==> src/dsf3d_pkg.sv <==
// Types and constants shared by the damped spring force block.
`timescale 1ns / 1ps

package dsf3d_pkg;

    localparam int FRAC      = 16;
    localparam int MAX_BALLS = 1024;
    localparam int IDX_W     = $clog2(MAX_BALLS);

    localparam logic [60:0] TERM_CAP  = {1'b1, 60'd0};
    localparam logic [30:0] FORCE_MAX = '1;

    typedef logic [2:0] t_cfg_idx;
    localparam t_cfg_idx CFG_STIFFNESS   = 3'd0;
    localparam t_cfg_idx CFG_DAMPING     = 3'd1;
    localparam t_cfg_idx CFG_REST_LENGTH = 3'd2;
    localparam t_cfg_idx CFG_BREAK_LIMIT = 3'd3;
    localparam t_cfg_idx CFG_BREAK_EN    = 3'd4;
    localparam t_cfg_idx CFG_TOP_INDEX   = 3'd5;
    localparam t_cfg_idx CFG_BOT_INDEX   = 3'd6;

    typedef enum logic [2:0] {
        OC_APPLIED = 3'd0,
        OC_BROKEN  = 3'd1,
        OC_FIXED   = 3'd2,
        OC_ZERO    = 3'd3,
        OC_BREAK   = 3'd4
    } t_outcome;

    typedef enum logic [2:0] {
        MS_SQ  = 3'd0,
        MS_DOT = 3'd1,
        MS_KS  = 3'd2,
        MS_CVL = 3'd3,
        MS_CVH = 3'd4,
        MS_TUL = 3'd5,
        MS_TUH = 3'd6
    } t_msel;

    typedef struct packed {
        logic signed [31:0] rel_x;
        logic signed [31:0] rel_y;
        logic signed [31:0] rel_z;
        logic signed [31:0] rel_vx;
        logic signed [31:0] rel_vy;
        logic signed [31:0] rel_vz;
        logic               top_movable;
        logic               bottom_movable;
    } t_in;

    typedef struct packed {
        logic signed [31:0] force_x;
        logic signed [31:0] force_y;
        logic signed [31:0] force_z;
        logic               apply_top;
        logic               apply_bottom;
        logic signed [31:0] stretch_out;
        logic               broken_out;
        t_outcome           outcome;
        logic [IDX_W-1:0]   top_target;
        logic [IDX_W-1:0]   bottom_target;
    } t_out;

    typedef struct packed {
        logic       load;
        logic       pre;
        logic       sq_init;
        logic       sq_step;
        logic       chk;
        logic       clr_acc;
        logic       va_start;
        logic       u_start;
        logic       mul_en;
        t_msel      msel;
        logic [1:0] axis;
        logic       dcap;
        logic       tsum;
        logic       fstore;
        logic       out_load;
    } t_cmd;

    typedef struct packed {
        logic early;
        logic len_zero;
        logic brk;
        logic div_done;
        logic out_busy;
    } t_stat;

endpackage

==> src/dsf3d_ctrl.sv <==
// Sequencing state machine for the damped spring force block.
`timescale 1ns / 1ps

module dsf3d_ctrl (
    input  logic             i_clk,
    input  logic             i_rst_n,
    input  logic             i_in_valid,
    output logic             o_in_ready,
    input  dsf3d_pkg::t_stat i_stat,
    output dsf3d_pkg::t_cmd  o_cmd
);

    typedef enum logic [13:0] {
        S_IDLE = 14'b00000000000001,
        S_PRE  = 14'b00000000000010,
        S_SQ   = 14'b00000000000100,
        S_SQI  = 14'b00000000001000,
        S_SQRT = 14'b00000000010000,
        S_CHK  = 14'b00000000100000,
        S_DOT  = 14'b00000001000000,
        S_VAS  = 14'b00000010000000,
        S_VAW  = 14'b00000100000000,
        S_SD   = 14'b00001000000000,
        S_US   = 14'b00010000000000,
        S_UW   = 14'b00100000000000,
        S_F    = 14'b01000000000000,
        S_OUT  = 14'b10000000000000
    } t_state;

    t_state          r_state, n_state;
    logic [4:0]      r_cnt, n_cnt;
    logic [1:0]      r_axis, n_axis;
    dsf3d_pkg::t_cmd w_cmd;

    always_comb begin
        n_state = r_state;
        n_cnt   = r_cnt;
        n_axis  = r_axis;
        w_cmd   = '0;
        unique case (r_state)
            S_IDLE: begin
                if (i_in_valid) begin
                    w_cmd.load = 1'b1;
                    n_state    = S_PRE;
                end
            end
            S_PRE: begin
                w_cmd.pre = 1'b1;
                n_cnt     = '0;
                n_state   = i_stat.early ? S_OUT : S_SQ;
            end
            S_SQ: begin
                if (r_cnt != 5'd3) begin
                    w_cmd.mul_en = 1'b1;
                    w_cmd.msel   = dsf3d_pkg::MS_SQ;
                    w_cmd.axis   = r_cnt[1:0];
                    n_cnt        = r_cnt + 5'd1;
                end else begin
                    n_state = S_SQI;
                end
            end
            S_SQI: begin
                w_cmd.sq_init = 1'b1;
                n_cnt         = '0;
                n_state       = S_SQRT;
            end
            S_SQRT: begin
                w_cmd.sq_step = 1'b1;
                n_cnt         = r_cnt + 5'd1;
                if (r_cnt == 5'd31) begin
                    n_state = S_CHK;
                end
            end
            S_CHK: begin
                w_cmd.chk     = 1'b1;
                w_cmd.clr_acc = 1'b1;
                n_cnt         = '0;
                n_state       = (i_stat.len_zero || i_stat.brk) ? S_OUT : S_DOT;
            end
            S_DOT: begin
                if (r_cnt != 5'd3) begin
                    w_cmd.mul_en = 1'b1;
                    w_cmd.msel   = dsf3d_pkg::MS_DOT;
                    w_cmd.axis   = r_cnt[1:0];
                    n_cnt        = r_cnt + 5'd1;
                end else begin
                    n_state = S_VAS;
                end
            end
            S_VAS: begin
                w_cmd.va_start = 1'b1;
                n_state        = S_VAW;
            end
            S_VAW: begin
                if (i_stat.div_done) begin
                    n_cnt   = '0;
                    n_state = S_SD;
                end
            end
            S_SD: begin
                n_cnt = r_cnt + 5'd1;
                case (r_cnt)
                    5'd0: begin
                        w_cmd.mul_en = 1'b1;
                        w_cmd.msel   = dsf3d_pkg::MS_KS;
                    end
                    5'd1: begin
                        w_cmd.mul_en = 1'b1;
                        w_cmd.msel   = dsf3d_pkg::MS_CVL;
                    end
                    5'd2: begin
                        w_cmd.mul_en = 1'b1;
                        w_cmd.msel   = dsf3d_pkg::MS_CVH;
                    end
                    5'd4: w_cmd.dcap = 1'b1;
                    5'd5: begin
                        w_cmd.tsum = 1'b1;
                        n_axis     = '0;
                        n_state    = S_US;
                    end
                    default: ;
                endcase
            end
            S_US: begin
                w_cmd.u_start = 1'b1;
                w_cmd.axis    = r_axis;
                n_state       = S_UW;
            end
            S_UW: begin
                if (i_stat.div_done) begin
                    n_cnt   = '0;
                    n_state = S_F;
                end
            end
            S_F: begin
                n_cnt      = r_cnt + 5'd1;
                w_cmd.axis = r_axis;
                case (r_cnt)
                    5'd0: begin
                        w_cmd.mul_en = 1'b1;
                        w_cmd.msel   = dsf3d_pkg::MS_TUL;
                    end
                    5'd1: begin
                        w_cmd.mul_en = 1'b1;
                        w_cmd.msel   = dsf3d_pkg::MS_TUH;
                    end
                    5'd3: begin
                        w_cmd.fstore = 1'b1;
                        if (r_axis == 2'd2) begin
                            n_state = S_OUT;
                        end else begin
                            n_axis  = r_axis + 2'd1;
                            n_state = S_US;
                        end
                    end
                    default: ;
                endcase
            end
            S_OUT: begin
                if (!i_stat.out_busy) begin
                    w_cmd.out_load = 1'b1;
                    n_state        = S_IDLE;
                end
            end
            default: n_state = S_IDLE;
        endcase
    end

    always_ff @(posedge i_clk) begin
        if (!i_rst_n) begin
            r_state <= S_IDLE;
            r_cnt   <= '0;
            r_axis  <= '0;
        end else begin
            r_state <= n_state;
            r_cnt   <= n_cnt;
            r_axis  <= n_axis;
        end
    end

    assign o_in_ready = (r_state == S_IDLE);
    assign o_cmd      = w_cmd;

endmodule

==> config.mk <==
export PLATFORM = sky130hd
export DESIGN_NAME = dsf3d_ctrl
export DESIGN_NICKNAME = d
export VERILOG_FILES = /design/src/dsf3d_pkg.sv /design/src/dsf3d_ctrl.sv
export SDC_FILE = /design/constraint.sdc
export NUM_CORES = 1
export LEC_CHECK = 0
export ABC_AREA = 1
export BUFFER_PORTS_ARGS = -buffer_cell sky130_fd_sc_hd__buf_2
export CORE_MARGIN = 2
export CORE_UTILIZATION = 60
export CTS_BUF_LIST = sky130_fd_sc_hd__clkbuf_2
export CTS_CLUSTER_SIZE = 10
export DETAILED_ROUTE_END_ITERATION = 12
export PLACE_DENSITY = 0.86
export SYNTH_ARGS = -nofsm -noshare
export SYNTH_HDL_FRONTEND = slang
export SYNTH_SLANG_ARGS = --single-unit
export TNS_END_PERCENT = 50
==> constraint.sdc <==
create_clock -name i_clk -period 2.8 [get_ports i_clk]
set_clock_uncertainty 0.15 [all_clocks]
set_input_delay 0 -clock i_clk [delete_from_list [all_inputs] [get_ports i_clk]]
set_output_delay 0 -clock i_clk [all_outputs]
set_load 0.01 [all_outputs]
# [After elaboration in Yosys (flattened, before gate mapping)]
# Index checks and enable logic that the tools add are counted.
[op_classes] add_sub_neg=2 reduce_logical=12 mux=41 eq_ne=34
[ops] cell="one-hot mux 14 bit (14 select lines)" count=1
[ops] cell="2-to-1 mux 14 bit" count=12
[ops] cell="one-hot mux 5 bit (4 select lines)" count=1
[ops] cell="!= test 2 bit (second input constant)" count=8
[ops] cell="one-hot mux 4 bit (4 select lines)" count=1
[ops] cell="equality test 14 x 1 -> 1 bit (second input constant)" count=1
[ops] cell="equality test 14 x 10 -> 1 bit (second input constant)" count=1
[ops] cell="equality test 14 x 11 -> 1 bit (second input constant)" count=1
[ops] cell="equality test 14 x 12 -> 1 bit (second input constant)" count=1
[ops] cell="equality test 14 x 13 -> 1 bit (second input constant)" count=1
[ops] cell="equality test 14 bit (second input constant)" count=1
[ops] cell="equality test 14 x 2 -> 1 bit (second input constant)" count=1
[ops] cell="equality test 14 x 3 -> 1 bit (second input constant)" count=1
[ops] cell="equality test 14 x 4 -> 1 bit (second input constant)" count=1
[ops] cell="equality test 14 x 5 -> 1 bit (second input constant)" count=1
[ops] cell="equality test 14 x 6 -> 1 bit (second input constant)" count=1
[ops] cell="equality test 14 x 7 -> 1 bit (second input constant)" count=1
[ops] cell="equality test 14 x 8 -> 1 bit (second input constant)" count=1
[ops] cell="equality test 14 x 9 -> 1 bit (second input constant)" count=1
[ops] cell="2-to-1 mux 1 bit" count=13
[ops] cell="2-to-1 mux 6 bit" count=2
[ops] cell="one-hot mux 4 bit (3 select lines)" count=1
[ops] cell="equality test 5 x 2 -> 1 bit (second input constant)" count=2
[ops] cell="equality test 5 x 3 -> 1 bit (second input constant)" count=2
[ops] cell="other kinds (21)" count=32
[word_totals] elab_cells=92 reg_bits=21 in_bits=8

# [Depth between registers and ports, before layout]
# Gate-level depths: netlist of run 1.
[logic_depth] depth_word=4 mapped_depth=13 ltp_nobuf=13

# [Worst setup path before layout of run 1]
# OpenSTA, ideal clock, no wires.
[synth_path] path_type="register to register" start="reg r_cnt[0]" end="reg r_state[11]" period_less_slack_ns=1.707 setup_slack_ns=1.093 t_arrival_ns=1.443 n_path_buf=0 setup_time_ns=0.114 path_stages_with_launch=10 path_cell_list="dfxtp_1 -> ha_1 -> and3_1 -> ha_1 -> nand3b_1 -> nand3_1 -> nor2_1 -> nand2_4 -> a21oi_1 -> nor2_1"
[synth_between] elab_chain_cells=3
[synth_lines] element="start, declared" line="dsf3d_ctrl.sv:31" text="logic [4:0] r_cnt, n_cnt;"
[synth_lines] element="start signal, assigned" line="dsf3d_ctrl.sv:176" text="r_cnt <= n_cnt;"
[synth_lines] element="equality test 5 x 3 -> 1 bit (tied with other cells)" line="dsf3d_ctrl.sv:102" text="case (r_cnt)"
[synth_lines] element="!= test 2 x 1 -> 1 bit (no source line) / != test 2 bit (equally long branches)"
[synth_lines] element="AND reduction 9 bit (no source line) *"
[synth_lines] element="end signal, assigned" line="dsf3d_ctrl.sv:175" text="r_state <= n_state;"
[synth_lines] element="end, declared" line="dsf3d_ctrl.sv:30" text="t_state r_state, n_state;"
# Every way passes the cells marked *; elsewhere a longest branch is shown, timed or not.
# A chain may end at the register's enable or synchronous reset.

==> results.json, run 1 <==
{
  "clock-sinks": 21,
  "finalMaxSlewViolations": 0,
  "route.detailed.drc": 0,
  "path_clk_slew_ns": 0.20,
  "drive_gt1_frac": 0.2305,
  "vias": 1735,
  "ctsHoldBuffers": 5,
  "max_stage_delay_ns": 0.39,
  "p_switching_mw": 0.5694,
  "setup_ws_ns": 0.7246,
  "finalSetupTns_ns": 0,
  "clockPowerShare": 0.117,
  "clk_latency_ns": 0.34,
  "combPwrFrac": 0.558,
  "worstPathRequired_ns": 2.65,
  "grt_pass1_wl_um": 6906,
  "antenna_found_initial": 0,
  "power_density_nw_per_um2": 605.7,
  "rsz0062_at_grt": "false",
  "clockRootBuffer": "clkbuf_2",
  "first_global_vias": 1619,
  "gp_congestion": 0.8823,
  "fmax_mhz": 481.8,
  "first_iter_violations": 78,
  "synth-edff-count": 0,
  "cp-end-kind": "output pin",
  "start_util": 0.6242,
  "avgRoutedWirePerCell_um": 11.96,
  "syn_nets": 289,
  "final_area_um2": 1918,
  "worst_pin_slew_ns": 0.3149,
  "placedCellCount": 330,
  "synth-main-ff-cell": "dfxtp_1",
  "die_width_um": 57.10,
  "area_growth_pct": 13.39,
  "grt_overflow": 0,
  "synthArstFlopShare": 0,
  "diodes": 0,
  "slew_headroom": 0.7893,
  "drt_wl_total_um": 4055,
  "ys_ff_latch": 21,
  "cts-buffers-inserted": 3,
  "path_buf_inv": 2,
  "dieHeight_um": 57.10,
  "finalCritPeriodShare": 0.7412,
  "ios": 27,
  "finalSetupViolations": 0,
  "clock_path_buffers": 2,
  "dpl.hpwl_um": 3216,
  "synth_warnings": 0,
  "instances_no_fill": 339,
  "post_cts_buffers": 0,
  "peakVddDrop_uv": 561.0,
  "crit_slowest_cell": "dfxtp_1",
  "n_fill_cell": 260,
  "synth_cell_types": 28,
  "critPathTopFamily": "simple AND/OR/NAND/NOR gates",
  "die_area_um2": 3260,
  "crit_path_start_kind": "register",
  "total_power_mw": 1.162,
  "crit_type": "reg -> out",
  "cap_violations": 0,
  "num-nets-final": 323,
  "ys_top_cells_by_area": "dfxtp_1 (25%), nand2_1 (13%), nor2_1 (11%)",
  "num_rows": 19,
  "netlist_area_um2": 1692,
  "grt_max_degree": 15,
  "seq_power_share": 0.326,
  "antenna_left": 0,
  "port_buffers": 26,
  "critPathMostFrequentCell": "nand2_4",
  "firstDrtPassIters": 4,
  "violations": "hold timing",
  "cellLeakagePower_nw": 1.109,
  "cp_cell_sequence": "nor2_2 > nand2_4 > nor2_8 > nand2_4 > inv_1 > nand2_1 > o21ai_0 > nand3b_1 > buf_2",
  "coreArea_um2": 2710,
  "p_sw_frac": 0.4901,
  "cts_tree": "built",
  "yosysTopAreaCell": "dfxtp_1",
  "grt_usage": 0.2658,
  "crit_fanout": 10,
  "yosysTopAreaCellShare": 0.2485,
  "p_int_mw": 0.5924,
  "htree_levels": 1,
  "crit_arrival_ns": 1.93,
  "place_ws_ns": 0.8786,
  "synth_area_per_cell_um2": 6.151,
  "cts_resized": 0,
  "dpl_cell_area_um2": 1848,
  "hold_class": "in -> reg",
  "period_minus_slack_ns": 2.075,
  "hold_ws_ns": -0.006512,
  "avgViaCountPerCell": 5.118,
  "status": "finished, violations left",
  "yosysSeqAreaShare": 0.2485,
  "finalHoldViolCount": 1,
  "syn-instance-count": 275
}
final cells by class:
class / count / area (um^2) / area share
Multi-Input combinational cell: 207 / 1090 / 0.5682
Sequential cell: 21 / 420.4 / 0.2192
Timing Repair Buffer: 31 / 180.2 / 0.09393
Inverter: 45 / 168.9 / 0.08806
Tap cell: 31 / 38.79 / 0.02022
Clock buffer: 4 / 20.02 / 0.01044
cell usage in the layout, fill, tap and decap left out:
cell            n
dfxtp_1        21
nand2_2        11
xor2_1          1
nand4_1         1
nor2_1         48
a21oi_2         1
nor3_2          1
o211ai_1        1
a21oi_1        11
or2_2           2
and3_1          1
inv_1          40
inv_2           5
nor3_1          5
o22ai_1         1
nand2_1        60
nand3_2         5
clkbuf_2        4
buf_2          26
nor2_2          8
nor4_1          1
ha_1            6
nand3_1        23
o21ai_0        10
dlygate4sd3_1   5
nor2_4          1
nor2_8          2
nand3b_1        2
nand2_4         5
sequential cells by signal, summed over array words and instances (netlist names):
signal,flops
r_axis,2
r_cnt,5
r_state,14
tightest hold or removal path, delay by kind of cell:
kind	cells	cell delay [ns]
AND/OR/NAND/NOR	4	0.27
buffers and inverters	3	0.19
layer usage:
metal	track usage	wire (um)
met2	0.4450	1895
met4	0.05980	57
met3	0.05669	189
met5	0	0
met1	0.3531	1913
synth_stat cells (6+ instances only):
library cell  number
o21ai_0           10
a21oi_1           11
nor2_2             8
nor2_1            48
nand2_2           11
ha_1               6
nand3_1           23
inv_1             40
dfxtp_1           21
nand2_1           60
metrics by stage:
step / util / hold slack (ns)
floorplan: - / -0.1025
global placement: 0.6819 / 0.09658
detailed placement: 0.6819 / 0.1018
CTS: 0.7078 / 0.001143
global route: 0.7078 / 0.02804
finish: 0.7078 / -0.006512
cells by family (layout without fill, tap and decap cells):
logic type,Yosys count,count (layout),synth area share
flip-flops,21,21,0.2485
AND/OR/NAND/NOR,176,176,0.5192
AO/OA/AOI/OAI,24,24,0.07545
buffers and inverters,47,80,0.1072
XOR/XNOR,1,1,0.005178
adder cells (fa/ha/maj),6,6,0.04438
final timing paths:
| check | start | endpoint | slack (ns) | cells after the start |
|---|---|---|---|---|
| min | i_stat[1] | r_state[1]$_SDFFE_PN0P_ | -0.007 | 7 |
| min reg2reg | r_axis[0]$_SDFFE_PN0P_ | r_axis[0]$_SDFFE_PN0P_ | 0.36 | 1 |
| max | r_state[5]$_SDFFE_PN0P_ | o_cmd[9] | 0.72 | 9 |
| max reg2reg | r_state[8]$_SDFFE_PN0P_ | r_state[6]$_SDFFE_PN0P_ | 0.79 | 8 |
power groups by stage:
stage / clock network, mW / logic, mW / registers [mW]
floorplan: 0 / 0.511 / 0.377
global placement: 0 / 0.625 / 0.383
detailed placement: 0 / 0.637 / 0.384
CTS: 0.136 / 0.644 / 0.377
global route: 0.148 / 0.737 / 0.387
finish: 0.136 / 0.648 / 0.378
No activity file was read; power rests on OpenSTA's default activity.
==> inputs of run 2 (changes only) <==
Settings changed: CORE_UTILIZATION 60 to 59, PLACE_DENSITY 0.86 to 0.85.
Clock period 2.8 ns to 2.14 ns, I/O delays scaled along.
==> run 2 against run 1 <==
The run now ends clean. Cell count rose by 1.2%. Worst setup slack worse by 0.63 ns. Cell area rose by 3.9%. Sequential power up 32%. Wire length increased by 0.37%. First-iteration DRC count grew 9.0%. Clock power grew 33%. Via count up 2.2%. Power is 37% higher. Core utilization rose by 2.1 points. Critical endpoint is now r_state[6]$_SDFFE_PN0P_.
==> results.json, run 2 (synthesis gave the netlist of run 1 again) <==
{
  "finalHoldViolCount": 0,
  "whs_path_depth": 7,
  "antenna_found_initial": 0,
  "grt_max_degree": 15,
  "coreArea_um2": 2734,
  "cts_tree": "built",
  "instances_no_fill": 343,
  "route.detailed.drc": 0,
  "crit_path_start_kind": "register",
  "finalMaxSlewViolations": 0,
  "rr_worst_depth": 8,
  "cap_violations": 0,
  "num_rows": 19,
  "clock_path_buffers": 2,
  "finalSetupTns_ns": 0,
  "clk_latency_ns": 0.33,
  "clock-sinks": 21,
  "area_growth_pct": 17.83,
  "period_minus_slack_ns": 2.050,
  "gp_congestion": 0.9107,
  "antenna_left": 0,
  "place_ws_ns": 0.2225,
  "crit_arrival_ns": 2.18,
  "die_width_um": 57.55,
  "vias": 1774,
  "grt_overflow": 0,
  "hold_ws_ns": 0.01064,
  "crit_type": "reg -> reg",
  "num-nets-final": 327,
  "finalSetupViolations": 0,
  "first_iter_violations": 85,
  "slew_headroom": 0.8080,
  "port_buffers": 26,
  "status": "finished clean",
  "setup_ws_ns": 0.09034,
  "layout_commonest_cell": "nand2_1",
  "power_density_nw_per_um2": 796.9,
  "die_area_um2": 3311,
  "grt_usage": 0.2505,
  "avgRoutedWirePerCell_um": 11.87,
  "cellLeakagePower_nw": 1.140,
  "final_util": 0.7291,
  "largest_register_ffs": 14,
  "avgViaCountPerCell": 5.172,
  "drive_gt1_frac": 0.2532,
  "finalCritPeriodShare": 0.9578,
  "peakVddDrop_uv": 798.7,
  "total_power_mw": 1.588,
  "worst_pin_slew_ns": 0.2879,
  "htree_levels": 1,
  "dpl_cell_area_um2": 1848,
  "clockRootBuffer": "clkbuf_2",
  "cts-buffers-inserted": 3,
  "firstDrtPassIters": 5,
  "worstPathRequired_ns": 2.27,
  "final_area_um2": 1993,
  "dpl.hpwl_um": 3077,
  "grt_pass1_wl_um": 6575,
  "path_clk_slew_ns": 0.22,
  "first_global_vias": 1511,
  "hold_class": "in -> reg",
  "crit_fanout": 5,
  "regMostFlops": "r_state",
  "fmax_mhz": 487.9,
  "placedCellCount": 330,
  "drt_wl_total_um": 4070,
  "start_util": 0.6188,
  "ios": 27,
  "cp-end-kind": "register",
  "top_regs": "r_state: 14 flops, r_cnt: 5 flops, r_axis: 2 flops",
  "layout_common_cells": "nand2_1 (60), nor2_1 (47), inv_1 (40)",
  "rrSetupSlack_ns": 0.09,
  "diodes": 0,
  "dieHeight_um": 57.55
}
run 2: cell count changes in the layout (fill, tap and decap cells not counted):
cell / delta
dfxtp_1: -3
nor2_2: -4
nor2_1: -1
nor2_4: +6
nand2_4: +2
dfxtp_2: +3
buf_4: +3
nand2_2: -2
run 2: path summary, 6_finish.rpt:
path                                              start                 endpoint
worst max register to register  r_state[8]$_SDFFE_PN0P_  r_state[6]$_SDFFE_PN0P_
worst min-delay path                          i_stat[1]  r_state[1]$_SDFFE_PN0P_
worst min register to register   r_axis[0]$_SDFFE_PN0P_   r_axis[0]$_SDFFE_PN0P_
worst max-delay path            r_state[8]$_SDFFE_PN0P_  r_state[6]$_SDFFE_PN0P_
run 2: cell type report:
type                            count  area (um^2)
Fill cell                         234        740.7
Clock buffer                        4        20.02
Timing Repair Buffer               34        202.7
Multi-Input combinational cell    208         1139
Tap cell                           31        38.79
Inverter                           45        168.9
Sequential cell                    21        424.2
run 2: critical path, cell delays in order, from the launching register on:
cell           delay, ns
dfxtp_2             0.39
nor2_2              0.19
nand2_4             0.13
nor2_8              0.16
nand2_1             0.11
inv_1               0.09
nand3_1             0.06
dlygate4sd3_1       0.56
a21oi_1             0.15
run 2: layer usage:
metal / wire length [um] / GRT usage
met5: 0 / 0
met4: 53 / 0.05980
met3: 229 / 0.03175
met2: 1893 / 0.4140
met1: 1894 / 0.3469
run 2: power breakdown:
part | internal, mW | switching [mW]
logic | 0.322 | 0.588
registers | 0.446 | 0.0521
clock network | 0.0494 | 0.131
run 2: what timing repair did:
| item | in CTS | in global routing |
|---|---|---|
| gates resized for setup | 0 | 11 |
| setup buffers | 0 | 3 |
| endpoints found under the hold margin | 17 | 0 |
| setup endpoints to repair | 0 | 7 |
| hold buffers | 5 | 0 |
